===== config.mk =====
export PLATFORM = sky130hd
export DESIGN_NAME = fir_derivative_estimator_unit
export DESIGN_NICKNAME = d
export VERILOG_FILES = /design/src/rtl/core/fdeu_pkg.sv /design/src/rtl/core/fdeu_ucode_rom.sv /design/src/rtl/core/fdeu_seq.sv /design/src/rtl/core/fdeu_dp.sv /design/src/rtl/core/fir_derivative_estimator_unit.sv
export SDC_FILE = /design/constraint.sdc
export NUM_CORES = 2
export LEC_CHECK = 0
export ABC_AREA = 1
export BUFFER_PORTS_ARGS = -buffer_cell sky130_fd_sc_hd__buf_2
export CAP_MARGIN = 20
export CORE_UTILIZATION = 35
export CTS_CLUSTER_DIAMETER = 60
export DETAILED_ROUTE_END_ITERATION = 10
export GPL_ROUTABILITY_DRIVEN = 0
export HOLD_SLACK_MARGIN = 0.1
export PLACE_DENSITY = 0.51
export SYNTH_ARGS = -nofsm -noshare
export SYNTH_HDL_FRONTEND = slang
export SYNTH_SLANG_ARGS = --single-unit

===== constraint.sdc =====
create_clock -name clk_i -period 31.8 [get_ports clk_i]
set_input_delay 9.54 -clock clk_i [delete_from_list [all_inputs] [get_ports clk_i]]
set_output_delay 9.54 -clock clk_i [all_outputs]
set_load 0.005 [all_outputs]

===== src/rtl/core/fdeu_pkg.sv =====
package fdeu_pkg;

  localparam int unsigned CHANNELS   = 3;
  localparam int unsigned TAPS       = 5;
  localparam int unsigned PORT_CH    = 3;
  localparam int unsigned COEF_REGS  = 5;

  localparam int unsigned TAP_W      = (TAPS > 1) ? $clog2(TAPS) : 1;
  localparam int unsigned CH_W       = (CHANNELS > 1) ? $clog2(CHANNELS) : 1;

  localparam int unsigned SAMPLE_W   = 24;
  localparam int unsigned VAR_W      = 24;
  localparam int unsigned COEF_W     = 16;
  localparam int unsigned RATE_CFG_W = 16;
  localparam int unsigned GAIN_W     = 32;
  localparam int unsigned TIME_W     = 32;
  localparam int unsigned RATE_W     = 32;
  localparam int unsigned COV_W      = 40;
  localparam int unsigned STATUS_W   = 2;
  localparam int unsigned CFG_IDX_W  = 3;
  localparam int unsigned CFG_DATA_W = 32;

  localparam int unsigned MUL_A_W    = SAMPLE_W + 1;
  localparam int unsigned MUL_B_W    = RATE_CFG_W + 1;
  localparam int unsigned PROD_W     = MUL_A_W + MUL_B_W;
  localparam int unsigned DOT_W      = SAMPLE_W + COEF_W + $clog2(TAPS);
  localparam int unsigned DOT_SPLIT  = (DOT_W + 1) / 2;
  localparam int unsigned DOT_HI_W   = DOT_W - DOT_SPLIT;
  localparam int unsigned ACC_W      = DOT_W + RATE_CFG_W + 1;
  localparam int unsigned GAIN_SPLIT = GAIN_W / 2;
  localparam int unsigned FRAC_BITS  = 14;

  localparam int unsigned PC_W       = 4;

  typedef logic signed [SAMPLE_W-1:0] sample_t;
  typedef logic        [VAR_W-1:0]    var_t;
  typedef logic signed [COEF_W-1:0]   coef_t;
  typedef logic signed [RATE_W-1:0]   rate_t;
  typedef logic        [COV_W-1:0]    cov_t;

  localparam logic signed [ACC_W-1:0] ROUND_HALF =
      {{(ACC_W - FRAC_BITS){1'b0}}, 1'b1, {(FRAC_BITS - 1){1'b0}}};
  localparam rate_t RATE_MAX = {1'b0, {(RATE_W - 1){1'b1}}};
  localparam rate_t RATE_MIN = {1'b1, {(RATE_W - 1){1'b0}}};
  localparam cov_t  COV_MAX  = {COV_W{1'b1}};
  localparam cov_t  COV_RESET = COV_W'(65536);
  localparam logic [RATE_CFG_W-1:0] RATE_RESET = RATE_CFG_W'(1000);

  localparam logic [PC_W-1:0] PC_MAC_FIRST = PC_W'(0);
  localparam logic [PC_W-1:0] PC_MAC_LOOP  = PC_W'(1);
  localparam logic [PC_W-1:0] PC_MAC_LAST  = PC_W'(2);
  localparam logic [PC_W-1:0] PC_DOT_LO    = PC_W'(3);
  localparam logic [PC_W-1:0] PC_DOT_HI    = PC_W'(4);
  localparam logic [PC_W-1:0] PC_RATE_SUM  = PC_W'(5);
  localparam logic [PC_W-1:0] PC_RATE_WR   = PC_W'(6);
  localparam logic [PC_W-1:0] PC_COV_SUM   = PC_W'(7);
  localparam logic [PC_W-1:0] PC_COV_WR    = PC_W'(8);

  typedef enum logic [2:0] {
    MUL_NONE,
    MUL_TAP,
    MUL_DOT_LO,
    MUL_DOT_HI,
    MUL_COV_LO,
    MUL_COV_HI
  } mul_op_e;

  typedef enum logic [2:0] {
    ACC_HOLD,
    ACC_CLR,
    ACC_LOAD,
    ACC_ADD,
    ACC_ADD_DOT_HI,
    ACC_ADD_COV_HI
  } acc_op_e;

  typedef enum logic [1:0] {
    JMP_NONE,
    JMP_TAP_MORE,
    JMP_CHAN_MORE
  } jmp_e;

  typedef enum logic [1:0] {
    SQ_IDLE,
    SQ_RUN,
    SQ_EMIT
  } seq_state_e;

  typedef enum logic [STATUS_W-1:0] {
    STATUS_WARM    = 2'd0,
    STATUS_UPDATED = 2'd1,
    STATUS_STALE   = 2'd2
  } status_e;

  typedef enum logic [CFG_IDX_W-1:0] {
    CFG_COEF_0,
    CFG_COEF_1,
    CFG_COEF_2,
    CFG_COEF_3,
    CFG_COEF_4,
    CFG_SAMPLE_RATE,
    CFG_NOISE_GAIN
  } cfg_idx_e;

  typedef struct packed {
    mul_op_e mul_op;
    acc_op_e acc_op;
    logic    wr_rate;
    logic    wr_cov;
  } dp_ctrl_t;

  typedef struct packed {
    dp_ctrl_t        dp;
    logic            tap_inc;
    jmp_e            jmp;
    logic [PC_W-1:0] target;
  } ucode_t;

  typedef struct packed {
    logic fill;
    logic shift;
  } load_t;

  localparam dp_ctrl_t DP_NOP = '{
    mul_op:  MUL_NONE,
    acc_op:  ACC_HOLD,
    wr_rate: 1'b0,
    wr_cov:  1'b0
  };

endpackage


===== src/rtl/core/fdeu_ucode_rom.sv =====
module fdeu_ucode_rom import fdeu_pkg::*; (
  input  logic [PC_W-1:0] pc_i,
  output ucode_t          uc_o
);

  always_comb begin
    uc_o = '{dp: DP_NOP, tap_inc: 1'b0, jmp: JMP_NONE, target: PC_MAC_FIRST};
    case (pc_i)
      PC_MAC_FIRST: begin
        uc_o.dp.mul_op = MUL_TAP;
        uc_o.dp.acc_op = ACC_CLR;
        uc_o.tap_inc   = 1'b1;
      end
      PC_MAC_LOOP: begin
        uc_o.dp.mul_op = MUL_TAP;
        uc_o.dp.acc_op = ACC_ADD;
        uc_o.tap_inc   = 1'b1;
        uc_o.jmp       = JMP_TAP_MORE;
        uc_o.target    = PC_MAC_LOOP;
      end
      PC_MAC_LAST: begin
        uc_o.dp.acc_op = ACC_ADD;
      end
      PC_DOT_LO: begin
        uc_o.dp.mul_op = MUL_DOT_LO;
      end
      PC_DOT_HI: begin
        uc_o.dp.mul_op = MUL_DOT_HI;
        uc_o.dp.acc_op = ACC_LOAD;
      end
      PC_RATE_SUM: begin
        uc_o.dp.mul_op = MUL_COV_LO;
        uc_o.dp.acc_op = ACC_ADD_DOT_HI;
      end
      PC_RATE_WR: begin
        uc_o.dp.mul_op  = MUL_COV_HI;
        uc_o.dp.acc_op  = ACC_LOAD;
        uc_o.dp.wr_rate = 1'b1;
      end
      PC_COV_SUM: begin
        uc_o.dp.acc_op = ACC_ADD_COV_HI;
      end
      PC_COV_WR: begin
        uc_o.dp.wr_cov = 1'b1;
        uc_o.jmp       = JMP_CHAN_MORE;
        uc_o.target    = PC_MAC_FIRST;
      end
      default: begin
      end
    endcase
  end

endmodule


===== src/rtl/core/fdeu_seq.sv =====
module fdeu_seq import fdeu_pkg::*; (
  input  logic              clk_i,
  input  logic              rst_ni,
  input  logic              in_valid_i,
  output logic              in_stall_o,
  input  logic [TIME_W-1:0] time_stamp_i,
  input  logic              slot_free_i,
  output logic              emit_o,
  output status_e           status_o,
  output load_t             load_o,
  output logic [PC_W-1:0]   pc_o,
  input  ucode_t            uc_i,
  output dp_ctrl_t          ctrl_o,
  output logic [TAP_W-1:0]  tap_o,
  output logic [CH_W-1:0]   chan_o
);

  seq_state_e        state_q, state_d;
  logic [PC_W-1:0]   pc_q, pc_d;
  logic [TAP_W-1:0]  tap_q, tap_d;
  logic [CH_W-1:0]   chan_q, chan_d;
  logic              primed_q, primed_d;
  logic [TIME_W-1:0] last_time_q, last_time_d;
  status_e           status_q, status_d;
  logic              tap_last;
  logic              chan_last;

  assign tap_last  = (tap_q == TAP_W'(TAPS - 1));
  assign chan_last = (chan_q == CH_W'(CHANNELS - 1));

  always_ff @(posedge clk_i or negedge rst_ni) begin
    if (!rst_ni) begin
      state_q     <= SQ_IDLE;
      pc_q        <= PC_MAC_FIRST;
      tap_q       <= '0;
      chan_q      <= '0;
      primed_q    <= 1'b0;
      last_time_q <= '0;
      status_q    <= STATUS_WARM;
    end else begin
      state_q     <= state_d;
      pc_q        <= pc_d;
      tap_q       <= tap_d;
      chan_q      <= chan_d;
      primed_q    <= primed_d;
      last_time_q <= last_time_d;
      status_q    <= status_d;
    end
  end

  always_comb begin
    state_d     = state_q;
    pc_d        = pc_q;
    tap_d       = tap_q;
    chan_d      = chan_q;
    primed_d    = primed_q;
    last_time_d = last_time_q;
    status_d    = status_q;
    load_o      = '0;
    ctrl_o      = DP_NOP;
    emit_o      = 1'b0;
    case (state_q)
      SQ_IDLE: begin
        if (in_valid_i) begin
          state_d = SQ_EMIT;
          if (!primed_q) begin
            load_o.fill = 1'b1;
            primed_d    = 1'b1;
            last_time_d = time_stamp_i;
            status_d    = STATUS_WARM;
          end else if (time_stamp_i <= last_time_q) begin
            status_d = STATUS_STALE;
          end else begin
            load_o.shift = 1'b1;
            last_time_d  = time_stamp_i;
            status_d     = STATUS_UPDATED;
            state_d      = SQ_RUN;
          end
        end
      end
      SQ_RUN: begin
        ctrl_o = uc_i.dp;
        pc_d   = pc_q + PC_W'(1);
        if (uc_i.tap_inc) begin
          tap_d = tap_last ? '0 : tap_q + TAP_W'(1);
        end
        case (uc_i.jmp)
          JMP_TAP_MORE: begin
            if (!tap_last) begin
              pc_d = uc_i.target;
            end
          end
          JMP_CHAN_MORE: begin
            if (!chan_last) begin
              pc_d   = uc_i.target;
              chan_d = chan_q + CH_W'(1);
            end else begin
              pc_d    = PC_MAC_FIRST;
              chan_d  = '0;
              state_d = SQ_EMIT;
            end
          end
          default: begin
          end
        endcase
      end
      SQ_EMIT: begin
        if (slot_free_i) begin
          emit_o  = 1'b1;
          state_d = SQ_IDLE;
        end
      end
      default: begin
        state_d = SQ_IDLE;
      end
    endcase
  end

  assign in_stall_o = (state_q != SQ_IDLE);
  assign status_o   = status_q;
  assign pc_o       = pc_q;
  assign tap_o      = tap_q;
  assign chan_o     = chan_q;

endmodule


===== src/rtl/core/fdeu_dp.sv =====
module fdeu_dp import fdeu_pkg::*; (
  input  logic                  clk_i,
  input  logic                  rst_ni,
  input  load_t                 load_i,
  input  dp_ctrl_t              ctrl_i,
  input  logic [TAP_W-1:0]      tap_i,
  input  logic [CH_W-1:0]       chan_i,
  input  sample_t               meas_i [CHANNELS],
  input  var_t                  var_i [CHANNELS],
  input  coef_t                 coef_i [TAPS],
  input  logic [RATE_CFG_W-1:0] sample_rate_i,
  input  logic [GAIN_W-1:0]     noise_gain_i,
  output rate_t                 rate_o [CHANNELS],
  output cov_t                  cov_o [CHANNELS]
);

  sample_t                   tap_q [CHANNELS][TAPS];
  var_t                      var_q [CHANNELS];
  logic signed [PROD_W-1:0]  prod_q;
  logic signed [ACC_W-1:0]   acc_q, acc_d;
  rate_t                     rate_q [CHANNELS];
  cov_t                      cov_q [CHANNELS];

  sample_t                   tap_sel;
  coef_t                     coef_sel;
  logic signed [MUL_A_W-1:0] mul_a;
  logic signed [MUL_B_W-1:0] mul_b;
  logic signed [ACC_W-1:0]   prod_ext;
  logic signed [ACC_W-1:0]   rnd_sum;
  logic signed [ACC_W-1:0]   rnd_shr;
  logic                      rate_fits;
  rate_t                     rate_sat;
  cov_t                      cov_sat;

  always_ff @(posedge clk_i) begin
    for (int c = 0; c < CHANNELS; c++) begin
      if (load_i.fill) begin
        for (int t = 0; t < TAPS; t++) begin
          tap_q[c][t] <= meas_i[c];
        end
      end else if (load_i.shift) begin
        tap_q[c][0] <= meas_i[c];
        for (int t = 1; t < TAPS; t++) begin
          tap_q[c][t] <= tap_q[c][t-1];
        end
        var_q[c] <= var_i[c];
      end
    end
  end

  assign tap_sel  = tap_q[chan_i][tap_i];
  assign coef_sel = coef_i[tap_i];

  always_comb begin
    mul_a = '0;
    mul_b = '0;
    case (ctrl_i.mul_op)
      MUL_TAP: begin
        mul_a = {{(MUL_A_W - SAMPLE_W){tap_sel[SAMPLE_W-1]}}, tap_sel};
        mul_b = {{(MUL_B_W - COEF_W){coef_sel[COEF_W-1]}}, coef_sel};
      end
      MUL_DOT_LO: begin
        mul_a = {{(MUL_A_W - DOT_SPLIT){1'b0}}, acc_q[DOT_SPLIT-1:0]};
        mul_b = {{(MUL_B_W - RATE_CFG_W){1'b0}}, sample_rate_i};
      end
      MUL_DOT_HI: begin
        mul_a = {{(MUL_A_W - DOT_HI_W){acc_q[DOT_W-1]}}, acc_q[DOT_W-1:DOT_SPLIT]};
        mul_b = {{(MUL_B_W - RATE_CFG_W){1'b0}}, sample_rate_i};
      end
      MUL_COV_LO: begin
        mul_a = {{(MUL_A_W - VAR_W){1'b0}}, var_q[chan_i]};
        mul_b = {{(MUL_B_W - GAIN_SPLIT){1'b0}}, noise_gain_i[GAIN_SPLIT-1:0]};
      end
      MUL_COV_HI: begin
        mul_a = {{(MUL_A_W - VAR_W){1'b0}}, var_q[chan_i]};
        mul_b = {{(MUL_B_W - (GAIN_W - GAIN_SPLIT)){1'b0}},
                 noise_gain_i[GAIN_W-1:GAIN_SPLIT]};
      end
      default: begin
      end
    endcase
  end

  always_ff @(posedge clk_i) begin
    if (ctrl_i.mul_op != MUL_NONE) begin
      prod_q <= mul_a * mul_b;
    end
  end

  assign prod_ext = {{(ACC_W - PROD_W){prod_q[PROD_W-1]}}, prod_q};

  always_comb begin
    case (ctrl_i.acc_op)
      ACC_CLR:        acc_d = '0;
      ACC_LOAD:       acc_d = prod_ext;
      ACC_ADD:        acc_d = acc_q + prod_ext;
      ACC_ADD_DOT_HI: acc_d = acc_q + (prod_ext <<< DOT_SPLIT);
      ACC_ADD_COV_HI: acc_d = acc_q + (prod_ext <<< GAIN_SPLIT);
      default:        acc_d = acc_q;
    endcase
  end

  always_ff @(posedge clk_i) begin
    acc_q <= acc_d;
  end

  assign rnd_sum   = acc_q + ROUND_HALF;
  assign rnd_shr   = rnd_sum >>> FRAC_BITS;
  assign rate_fits = (&rnd_shr[ACC_W-1:RATE_W-1]) | ~(|rnd_shr[ACC_W-1:RATE_W-1]);
  assign rate_sat  = rate_fits ? rnd_shr[RATE_W-1:0]
                               : (rnd_shr[ACC_W-1] ? RATE_MIN : RATE_MAX);
  assign cov_sat   = (|acc_q[ACC_W-1:COV_W]) ? COV_MAX : acc_q[COV_W-1:0];

  always_ff @(posedge clk_i or negedge rst_ni) begin
    if (!rst_ni) begin
      for (int c = 0; c < CHANNELS; c++) begin
        rate_q[c] <= '0;
        cov_q[c]  <= COV_RESET;
      end
    end else begin
      if (ctrl_i.wr_rate) begin
        rate_q[chan_i] <= rate_sat;
      end
      if (ctrl_i.wr_cov) begin
        cov_q[chan_i] <= cov_sat;
      end
    end
  end

  assign rate_o = rate_q;
  assign cov_o  = cov_q;

endmodule


===== src/rtl/core/fir_derivative_estimator_unit.sv =====
// A warm-start or stale-timestamp item goes from acceptance straight to the emit state; an
// updating item first runs the microcode program once per channel, then reaches emit. In emit
// the result is registered into the output slot once that slot is free. No new item is taken
// until the unit is back in idle, as the single shared multiplier is stepped through per channel.
// Reset (rst_ni low, asynchronous): held rates 0, held covariances 1.0, coefficients 0,
// sample rate 1000, noise gain 0; the first item after reset primes the delay lines.
module fir_derivative_estimator_unit import fdeu_pkg::*; (
  input  logic                  clk_i,
  input  logic                  rst_ni,

  input  logic                  cfg_we_i,
  input  logic [CFG_IDX_W-1:0]  cfg_idx_i,
  input  logic [CFG_DATA_W-1:0] cfg_data_i,

  input  logic                  in_valid_i,
  output logic                  in_stall_o,
  input  logic [SAMPLE_W-1:0]   meas_x_i,
  input  logic [SAMPLE_W-1:0]   meas_y_i,
  input  logic [SAMPLE_W-1:0]   meas_z_i,
  input  logic [VAR_W-1:0]      var_x_i,
  input  logic [VAR_W-1:0]      var_y_i,
  input  logic [VAR_W-1:0]      var_z_i,
  input  logic [TIME_W-1:0]     time_stamp_i,

  output logic                  out_valid_o,
  input  logic                  out_stall_i,
  output logic [RATE_W-1:0]     rate_x_o,
  output logic [RATE_W-1:0]     rate_y_o,
  output logic [RATE_W-1:0]     rate_z_o,
  output logic [COV_W-1:0]      cov_x_o,
  output logic [COV_W-1:0]      cov_y_o,
  output logic [COV_W-1:0]      cov_z_o,
  output logic [STATUS_W-1:0]   status_o
);

  coef_t                 coef_q [COEF_REGS];
  logic [RATE_CFG_W-1:0] sample_rate_q;
  logic [GAIN_W-1:0]     noise_gain_q;

  sample_t               meas_all [PORT_CH];
  var_t                  var_all [PORT_CH];
  sample_t               meas_use [CHANNELS];
  var_t                  var_use [CHANNELS];
  coef_t                 coef_use [TAPS];
  rate_t                 rate_dp [CHANNELS];
  cov_t                  cov_dp [CHANNELS];
  rate_t                 rate_all [PORT_CH];
  cov_t                  cov_all [PORT_CH];

  logic                  out_valid_q;
  rate_t                 rate_out_q [PORT_CH];
  cov_t                  cov_out_q [PORT_CH];
  status_e               status_out_q;

  logic                  slot_free;
  logic                  emit;
  status_e               status;
  load_t                 load;
  logic [PC_W-1:0]       pc;
  ucode_t                uc;
  dp_ctrl_t              ctrl;
  logic [TAP_W-1:0]      tap;
  logic [CH_W-1:0]       chan;

  always_ff @(posedge clk_i or negedge rst_ni) begin
    if (!rst_ni) begin
      for (int i = 0; i < COEF_REGS; i++) begin
        coef_q[i] <= '0;
      end
      sample_rate_q <= RATE_RESET;
      noise_gain_q  <= '0;
    end else if (cfg_we_i) begin
      case (cfg_idx_i)
        CFG_COEF_0:      coef_q[0]     <= cfg_data_i[COEF_W-1:0];
        CFG_COEF_1:      coef_q[1]     <= cfg_data_i[COEF_W-1:0];
        CFG_COEF_2:      coef_q[2]     <= cfg_data_i[COEF_W-1:0];
        CFG_COEF_3:      coef_q[3]     <= cfg_data_i[COEF_W-1:0];
        CFG_COEF_4:      coef_q[4]     <= cfg_data_i[COEF_W-1:0];
        CFG_SAMPLE_RATE: sample_rate_q <= cfg_data_i[RATE_CFG_W-1:0];
        CFG_NOISE_GAIN:  noise_gain_q  <= cfg_data_i[GAIN_W-1:0];
        default: begin
        end
      endcase
    end
  end

  assign meas_all[0] = meas_x_i;
  assign meas_all[1] = meas_y_i;
  assign meas_all[2] = meas_z_i;
  assign var_all[0]  = var_x_i;
  assign var_all[1]  = var_y_i;
  assign var_all[2]  = var_z_i;

  for (genvar t = 0; t < TAPS; t++) begin : g_tap
    assign coef_use[t] = coef_q[t];
  end

  for (genvar c = 0; c < PORT_CH; c++) begin : g_ch
    if (c < CHANNELS) begin : g_used
      assign meas_use[c] = meas_all[c];
      assign var_use[c]  = var_all[c];
      assign rate_all[c] = rate_dp[c];
      assign cov_all[c]  = cov_dp[c];
    end else begin : g_unused
      assign rate_all[c] = '0;
      assign cov_all[c]  = '0;
    end
  end

  fdeu_ucode_rom u_rom (
    .pc_i (pc),
    .uc_o (uc)
  );

  fdeu_seq u_seq (
    .clk_i        (clk_i),
    .rst_ni       (rst_ni),
    .in_valid_i   (in_valid_i),
    .in_stall_o   (in_stall_o),
    .time_stamp_i (time_stamp_i),
    .slot_free_i  (slot_free),
    .emit_o       (emit),
    .status_o     (status),
    .load_o       (load),
    .pc_o         (pc),
    .uc_i         (uc),
    .ctrl_o       (ctrl),
    .tap_o        (tap),
    .chan_o       (chan)
  );

  fdeu_dp u_dp (
    .clk_i         (clk_i),
    .rst_ni        (rst_ni),
    .load_i        (load),
    .ctrl_i        (ctrl),
    .tap_i         (tap),
    .chan_i        (chan),
    .meas_i        (meas_use),
    .var_i         (var_use),
    .coef_i        (coef_use),
    .sample_rate_i (sample_rate_q),
    .noise_gain_i  (noise_gain_q),
    .rate_o        (rate_dp),
    .cov_o         (cov_dp)
  );

  assign slot_free = !out_valid_q || !out_stall_i;

  always_ff @(posedge clk_i or negedge rst_ni) begin
    if (!rst_ni) begin
      out_valid_q <= 1'b0;
    end else if (emit) begin
      out_valid_q <= 1'b1;
    end else if (!out_stall_i) begin
      out_valid_q <= 1'b0;
    end
  end

  always_ff @(posedge clk_i) begin
    if (emit) begin
      rate_out_q   <= rate_all;
      cov_out_q    <= cov_all;
      status_out_q <= status;
    end
  end

  assign out_valid_o = out_valid_q;
  assign rate_x_o    = rate_out_q[0];
  assign rate_y_o    = rate_out_q[1];
  assign rate_z_o    = rate_out_q[2];
  assign cov_x_o     = cov_out_q[0];
  assign cov_y_o     = cov_out_q[1];
  assign cov_z_o     = cov_out_q[2];
  assign status_o    = status_out_q;

endmodule


Yosys cells after proc, flatten, opt, wreduce, memory -nomap -nowiden

Memories as Yosys holds them, arrays and structs flattened.
Cells that the tools add are included.

Bits in registers: 711
Memory bits (writable): 432
Memories kept: 2

Memories:

| memory     | depth | bits a word | rd ports | clocked after Yosys merged registers in | write ports | RTL line      | text |
|---|---|---|---|---|---|---|---|
| u_dp.tap_q | 3     | 120         | 4        | 0                                       | 3           | fdeu_dp.sv:17 | `sample_t tap_q [CHANNELS][TAPS];` |
| u_dp.var_q | 3     | 24          | 1        | 0                                       | 3           | fdeu_dp.sv:18 | `var_t var_q [CHANNELS];` |

$add $sub $neg: 7
Multiply operators: 1
$lt $le $gt $ge: 4
Equality and inequality tests: 36
Multiplexer cells: 69
Bitwise gates (word level): 19
Reduce and logical (&&, ||, !) cells: 30

Operator list:

| kind                                            | count |
|---|---|
| 2-to-1 mux 24 bit                               | 17 |
| case mux 60 bit (5 select lines)                | 1 |
| 2-to-1 mux 32 bit                               | 5 |
| bitwise mux 120 bit                             | 1 |
| case mux 25 bit (4 select lines)                | 1 |
| bitwise mux 96 bit                              | 1 |
| demux 40 bit (select 2 bit)                     | 1 |
| 2-to-1 mux 40 bit                               | 2 |
| binary-select mux 24 bit (select 3 bit)         | 1 |
| case mux 17 bit (4 select lines)                | 1 |
| demux 32 bit (select 2 bit)                     | 1 |
| adder 60 x 15 -> 60 bit (second input constant) | 1 |
| adder 60 x 42 -> 60 bit                         | 1 |
| adder 60 x 58 -> 60 bit                         | 1 |
| adder 60 bit                                    | 1 |
| binary-select mux 16 bit (select 3 bit)         | 1 |
| multiplier 25 x 17 -> 42 bit                    | 1 |
| <= comparator 32 bit                            | 1 |
| 2-to-1 mux 16 bit                               | 2 |
| case mux 3 bit (5 select lines)                 | 2 |
| equality test 3 bit (second input constant)     | 8 |
| 2-to-1 mux 2 bit                                | 10 |
| AND reduction 2 bit                             | 10 |
| OR reduction 20 bit                             | 1 |
| 41 further kinds                                | 94 |

Longest topological paths before layout

Depth after elaboration: 9
Gate-level depth with buffers: 43
Gate-level depth less buffers: 40

By module

Synthesis repeated with hierarchy kept, for this count alone.

Cell total of the unflattened synthesis: 8,669
Area, all modules: 75,492.4 µm²

Modules (own cells, without submodules):

| module                        | instances | cells an instance | area each (µm²) | sequential area each (µm²) |
|---|---|---|---|---|
| fdeu_dp                       | 1         | 7,455             | 60,630.6        | 21,444.3 |
| fir_derivative_estimator_unit | 1         | 784               | 11,687.5        | 9,781.9 |
| fdeu_seq                      | 1         | 399               | 3,024.2         | 1,151.1 |
| fdeu_ucode_rom                | 1         | 31                | 150.1           | 0.0 |

Least setup slack after synthesis

OpenSTA, ideal clock, no wires.

Path kind: input -> register
From: input time_stamp_i[31]
To: register u_seq.last_time_q[23]
Arrival time: 20.945 ns
Required time: 31.208 ns
Setup slack: 10.263 ns
Cell stages on the path: 14
Path buffers: 1
Cell sequence: ha_1 -> nand2_1 -> inv_1 -> nand3_1 -> nor3_1 -> and3_1 -> nand2_1 -> nand2_1 -> nand2_1 -> nand2_1 -> nand2_1 -> inv_2 -> clkbuf_1 -> o21ai_0

Word-level cells in the longest chain between the ends: 3

Ends and longest elaborated chain:

| element                         | RTL line                            | text |
|---|---|---|
| start, declared                 | fir_derivative_estimator_unit.sv:23 | `input logic [TIME_W-1:0] time_stamp_i,` |
| <= comparator 32 bit            | fdeu_seq.sv:71                      | `end else if (time_stamp_i <= last_time_q) begin` |
| inequality test 2 bit (no line) | --                                  |  |
| AND reduction 3 bit (no line)   | --                                  |  |
| end signal, assigned            | fdeu_seq.sv:46                      | `last_time_q <= last_time_d;` |
| end, declared                   | fdeu_seq.sv:23                      | `logic [TIME_W-1:0] last_time_q, last_time_d;` |

No other way between the ends.
A chain may end at the register's enable or synchronous reset.

==> reports/results.ini <==
[logic_synthesis]
synth_seq_cells = 1143
synth_edf_count = 752
yosys_most_used_dff = edfxtp_1
synth_nets = 9054
yosysWarnings = 0
synthCells = 8140
synthArstFlopShare_pct = 34.2
syn_area_um2 = 73000
avgSynthCellArea_um2 = 8.96
ys_seq_area_share_pct = 44.4
synth_cell_types = 57

[critical_path]
slowest_delay_ps = 810
crit_path_end_kind = flop
critical_path.top_delay_family = buffers and inverters
cp_cell_sequence = buf_2, ha_1, nand4_1, nor3_1, nand2_1, nand3_1, nand2_1, nand2_1, nand2_1, nand2_1, nand2_1, inv_8, buf_12, buf_4
crit_buf_inv = 4
worstSetupPathType = in2reg
startpoint_type = input pin
cp_common_cell = nand2_1
crit_arrival_ps = 13510
required_ps = 32190
cp_slowest_cell = buf_4
crit_fanout = 166

[floorplanning]
start_util_pct = 35.2
die-area_um2 = 210000
die_w_um = 459
io_pins = 436
coreArea_um2 = 207000
die_h_um = 459
rows = 167

[sta]
fin_skew_ps = 42.4
finalCritPeriodShare_pct = 41.2
maxSlewViolCount = 0
fin_crit_ps = 13120
timing.fmax_mhz = 76.2
setup_tns_ps = 0
rsz0062_at_grt = no
finalHoldViolations = 0
tightest_slew_ps = 1200
setup_viol = 0
relSlewSlack_pct = 20.3

[pwr]
p_per_area_nw_per_um2 = 88.3
peakVddDrop_uv = 71.6
leakage_nw = 35.0

[clocking]
ctsHtreeMaxLevel = 4
clk_latency_ps = 800
cts_tree = done
clk_path_buf_depth = 3
clkSinkCount = 1143
cts_resized = 0
post_cts_buffers = 0
cts-buffers-inserted = 139
hold_buffers = 0
cts_root_buf = clkbuf_16
clk_pin_slew_ps = 60

[detailed_routing]
via_per_inst = 5.23
drtIter0Drc = 6394
drt-wirelength-per-cell_um = 22.6
vias = 59954
drt_drc_violations_left = 0
drtAntennaViolNets = 0
wl_um = 260000
firstDrtPassIters = 7

[worst_hold_path]
hold_path_class = reg2reg

[place]
postPlaceCellArea_um2 = 78300
port_buffers = 435
post-place-cells = 11188
hpwl_um = 193000

[cells_and_area]
fillCellCount = 20701
drive_gt1_share_pct = 11.7
area_delta_synth_final_pct = 13.7
ff_latch_area_um2 = 32400
fin_cells = 11468
design_area_um2 = 83000
multi_input_area_um2 = 35900
nets = 9462

[grt]
antenna_found_initial = 24
grt_pass1_wl_um = 386000
grt_use_total_pct = 24.5
grt_max_degree = 196
grt-ovfl-total = 0
first_global_vias = 59796

[job]
cap_viol_max_count = 0

[status]
status = complete, no violations

==> sequential cells by signal (all words and copies together) (netlist names), 32 cells and up <==
| register | cells |
|---|---|
| u_dp.cov_o | 120 |
| u_dp.var_q | 72 |
| u_dp.acc_q | 60 |
| noise_gain_q | 32 |
| rate_z_o | 32 |
| coef_q | 80 |
| rate_y_o | 32 |
| u_dp.rate_o | 96 |
| u_seq.last_time_q | 32 |
| cov_z_o | 40 |
| cov_x_o | 40 |
| cov_y_o | 40 |
| rate_x_o | 32 |
| u_dp.tap_q | 360 |
| u_dp.prod_q | 42 |
==> placed cells by master (no fill, tap or decap), drive strengths merged, types with 7 or more instances in the layout <==
master,n
a21boi,12
dfrtp,382
clkbuf,190
o211ai,15
o22ai,66
buf,529
nand3,278
o221ai,42
nor3,34
a22o,19
o311ai,21
dfstp,9
a31oi,59
or2,33
clkinv,45
a221oi,25
edfxtp,752
fa,420
inv,973
nand3b,16
nor4,17
xor2,61
xnor2,39
ha,278
o21ai,461
o21a,17
nand2,2422
a22oi,7
nor2,794
mux2,136
nand4,70
a21o,30
a21oi,358
o21bai,22
diode,17
==> power breakdown <==
part           leakage, nW  switching, mW  internal [mW]
clock                 2.18          0.664          0.890
sequential            10.9          0.352           2.10
combinational         21.9           2.35          0.967
total                 35.0           3.37           3.96
==> layer usage <==
metal / global-route usage, % / vias to the layer above / part of all wire [%]
li1: - / 27595 / -
met1: 31.8 / 29372 / 41
met2: 39.8 / 2440 / 46
met3: 3.53 / 547 / 6.8
met4: 12.0 / 0 / 5.4
met5: 0 / - / 0
==> logic make-up (layout without fill, tap and decap cells) <==
kind of cell / count (synthesis) / in the layout / share of synthesized area (%)
AO/OA/AOI/OAI: 1168 / 1168 / 9.31
XOR/XNOR: 100 / 100 / 1.20
adder cells (fa/ha/maj): 698 / 698 / 16.3
buffers and inverters: 1223 / 1746 / 6.61
flip-flops: 1143 / 1143 / 44.4
multiplexers: 136 / 136 / 2.10
other: 0 / 17 / 0
AND/OR/NAND/NOR: 3672 / 3672 / 20.1
==> cell usage after synthesis, drive strengths merged (3+ instances only) <==
cell type | instances | area [µm²]
nand3b | 16 | 120
o221ai | 42 | 368
or2 | 33 | 206
o31ai | 3 | 22.5
a22oi | 7 | 52.6
o22ai | 66 | 413
a21boi | 12 | 90.1
and3 | 5 | 31.3
nor2 | 794 | 3040
buf | 141 | 764
dfrtp | 382 | 9560
o311ai | 21 | 184
a22o | 19 | 166
o211ai | 15 | 113
ha | 278 | 3480
edfxtp | 752 | 22600
inv | 961 | 3610
dfstp | 9 | 236
a32o | 3 | 30.0
nor4 | 17 | 106
fa | 420 | 8410
a221oi | 25 | 267
o21a | 17 | 128
nand4 | 70 | 444
a31oi | 59 | 369
o21ai | 461 | 2310
nand3 | 278 | 1410
nor3 | 34 | 181
mux2 | 136 | 1530
o2111ai | 4 | 35.0
xnor2 | 39 | 342
a21o | 30 | 225
o21bai | 22 | 165
nand2 | 2422 | 9130
clkbuf | 121 | 454
a21oi | 358 | 1820
xor2 | 61 | 534
==> path summary, 6_finish.rpt <==
kind	cells after the start	startpoint	slack [ps]	to
max	14	time_stamp_i[15]	18680	u_dp.tap_q[1][95]$_DFFE_PP_
min	0	u_dp.cov_o[118]$_DFFE_PN0P_	410	cov_x_o[38]$_DFFE_PP_
max reg2reg	30	u_seq.chan_o[1]$_DFFE_PN0P_	20090	u_dp.prod_q[33]$_DFFE_PP_
min reg2reg	0	u_dp.cov_o[118]$_DFFE_PN0P_	410	cov_x_o[38]$_DFFE_PP_
max in group asynchronous	2	rst_ni	21550	u_dp.rate_o[19]$_DFFE_PN0P_
min in group asynchronous	1	rst_ni	8750	coef_q[46]$_DFFE_PN0P_
==> metrics by stage <==
| step | setup slack (ps) | utilization [%] | hold WS (ps) | total power [mW] |
|---|---|---|---|---|
| after global placement | 17980 | 37.8 | 427 | 5.68 |
| after floorplan | 10260 | - | 419 | 4.52 |
| after global routing | 18390 | 40.1 | 430 | 7.77 |
| final | 18680 | 40.1 | 409 | 7.32 |
| after detailed placement | 18010 | 37.8 | 429 | 5.71 |
| after CTS | 18810 | 40.0 | 426 | 7.29 |
==> cell type report <==
cell class / count / area share (%)
Clock buffer: 190 / 4.67
Inverter: 961 / 4.37
Multi-Input combinational cell: 5774 / 43.2
Sequential cell: 1143 / 39.0
Antenna cell: 17 / 0.0513
Timing Repair Buffer: 529 / 3.72
Tap cell: 2788 / 4.20
Clock inverter: 66 / 0.733
Note: power is estimated with default switching activity, not from simulation.
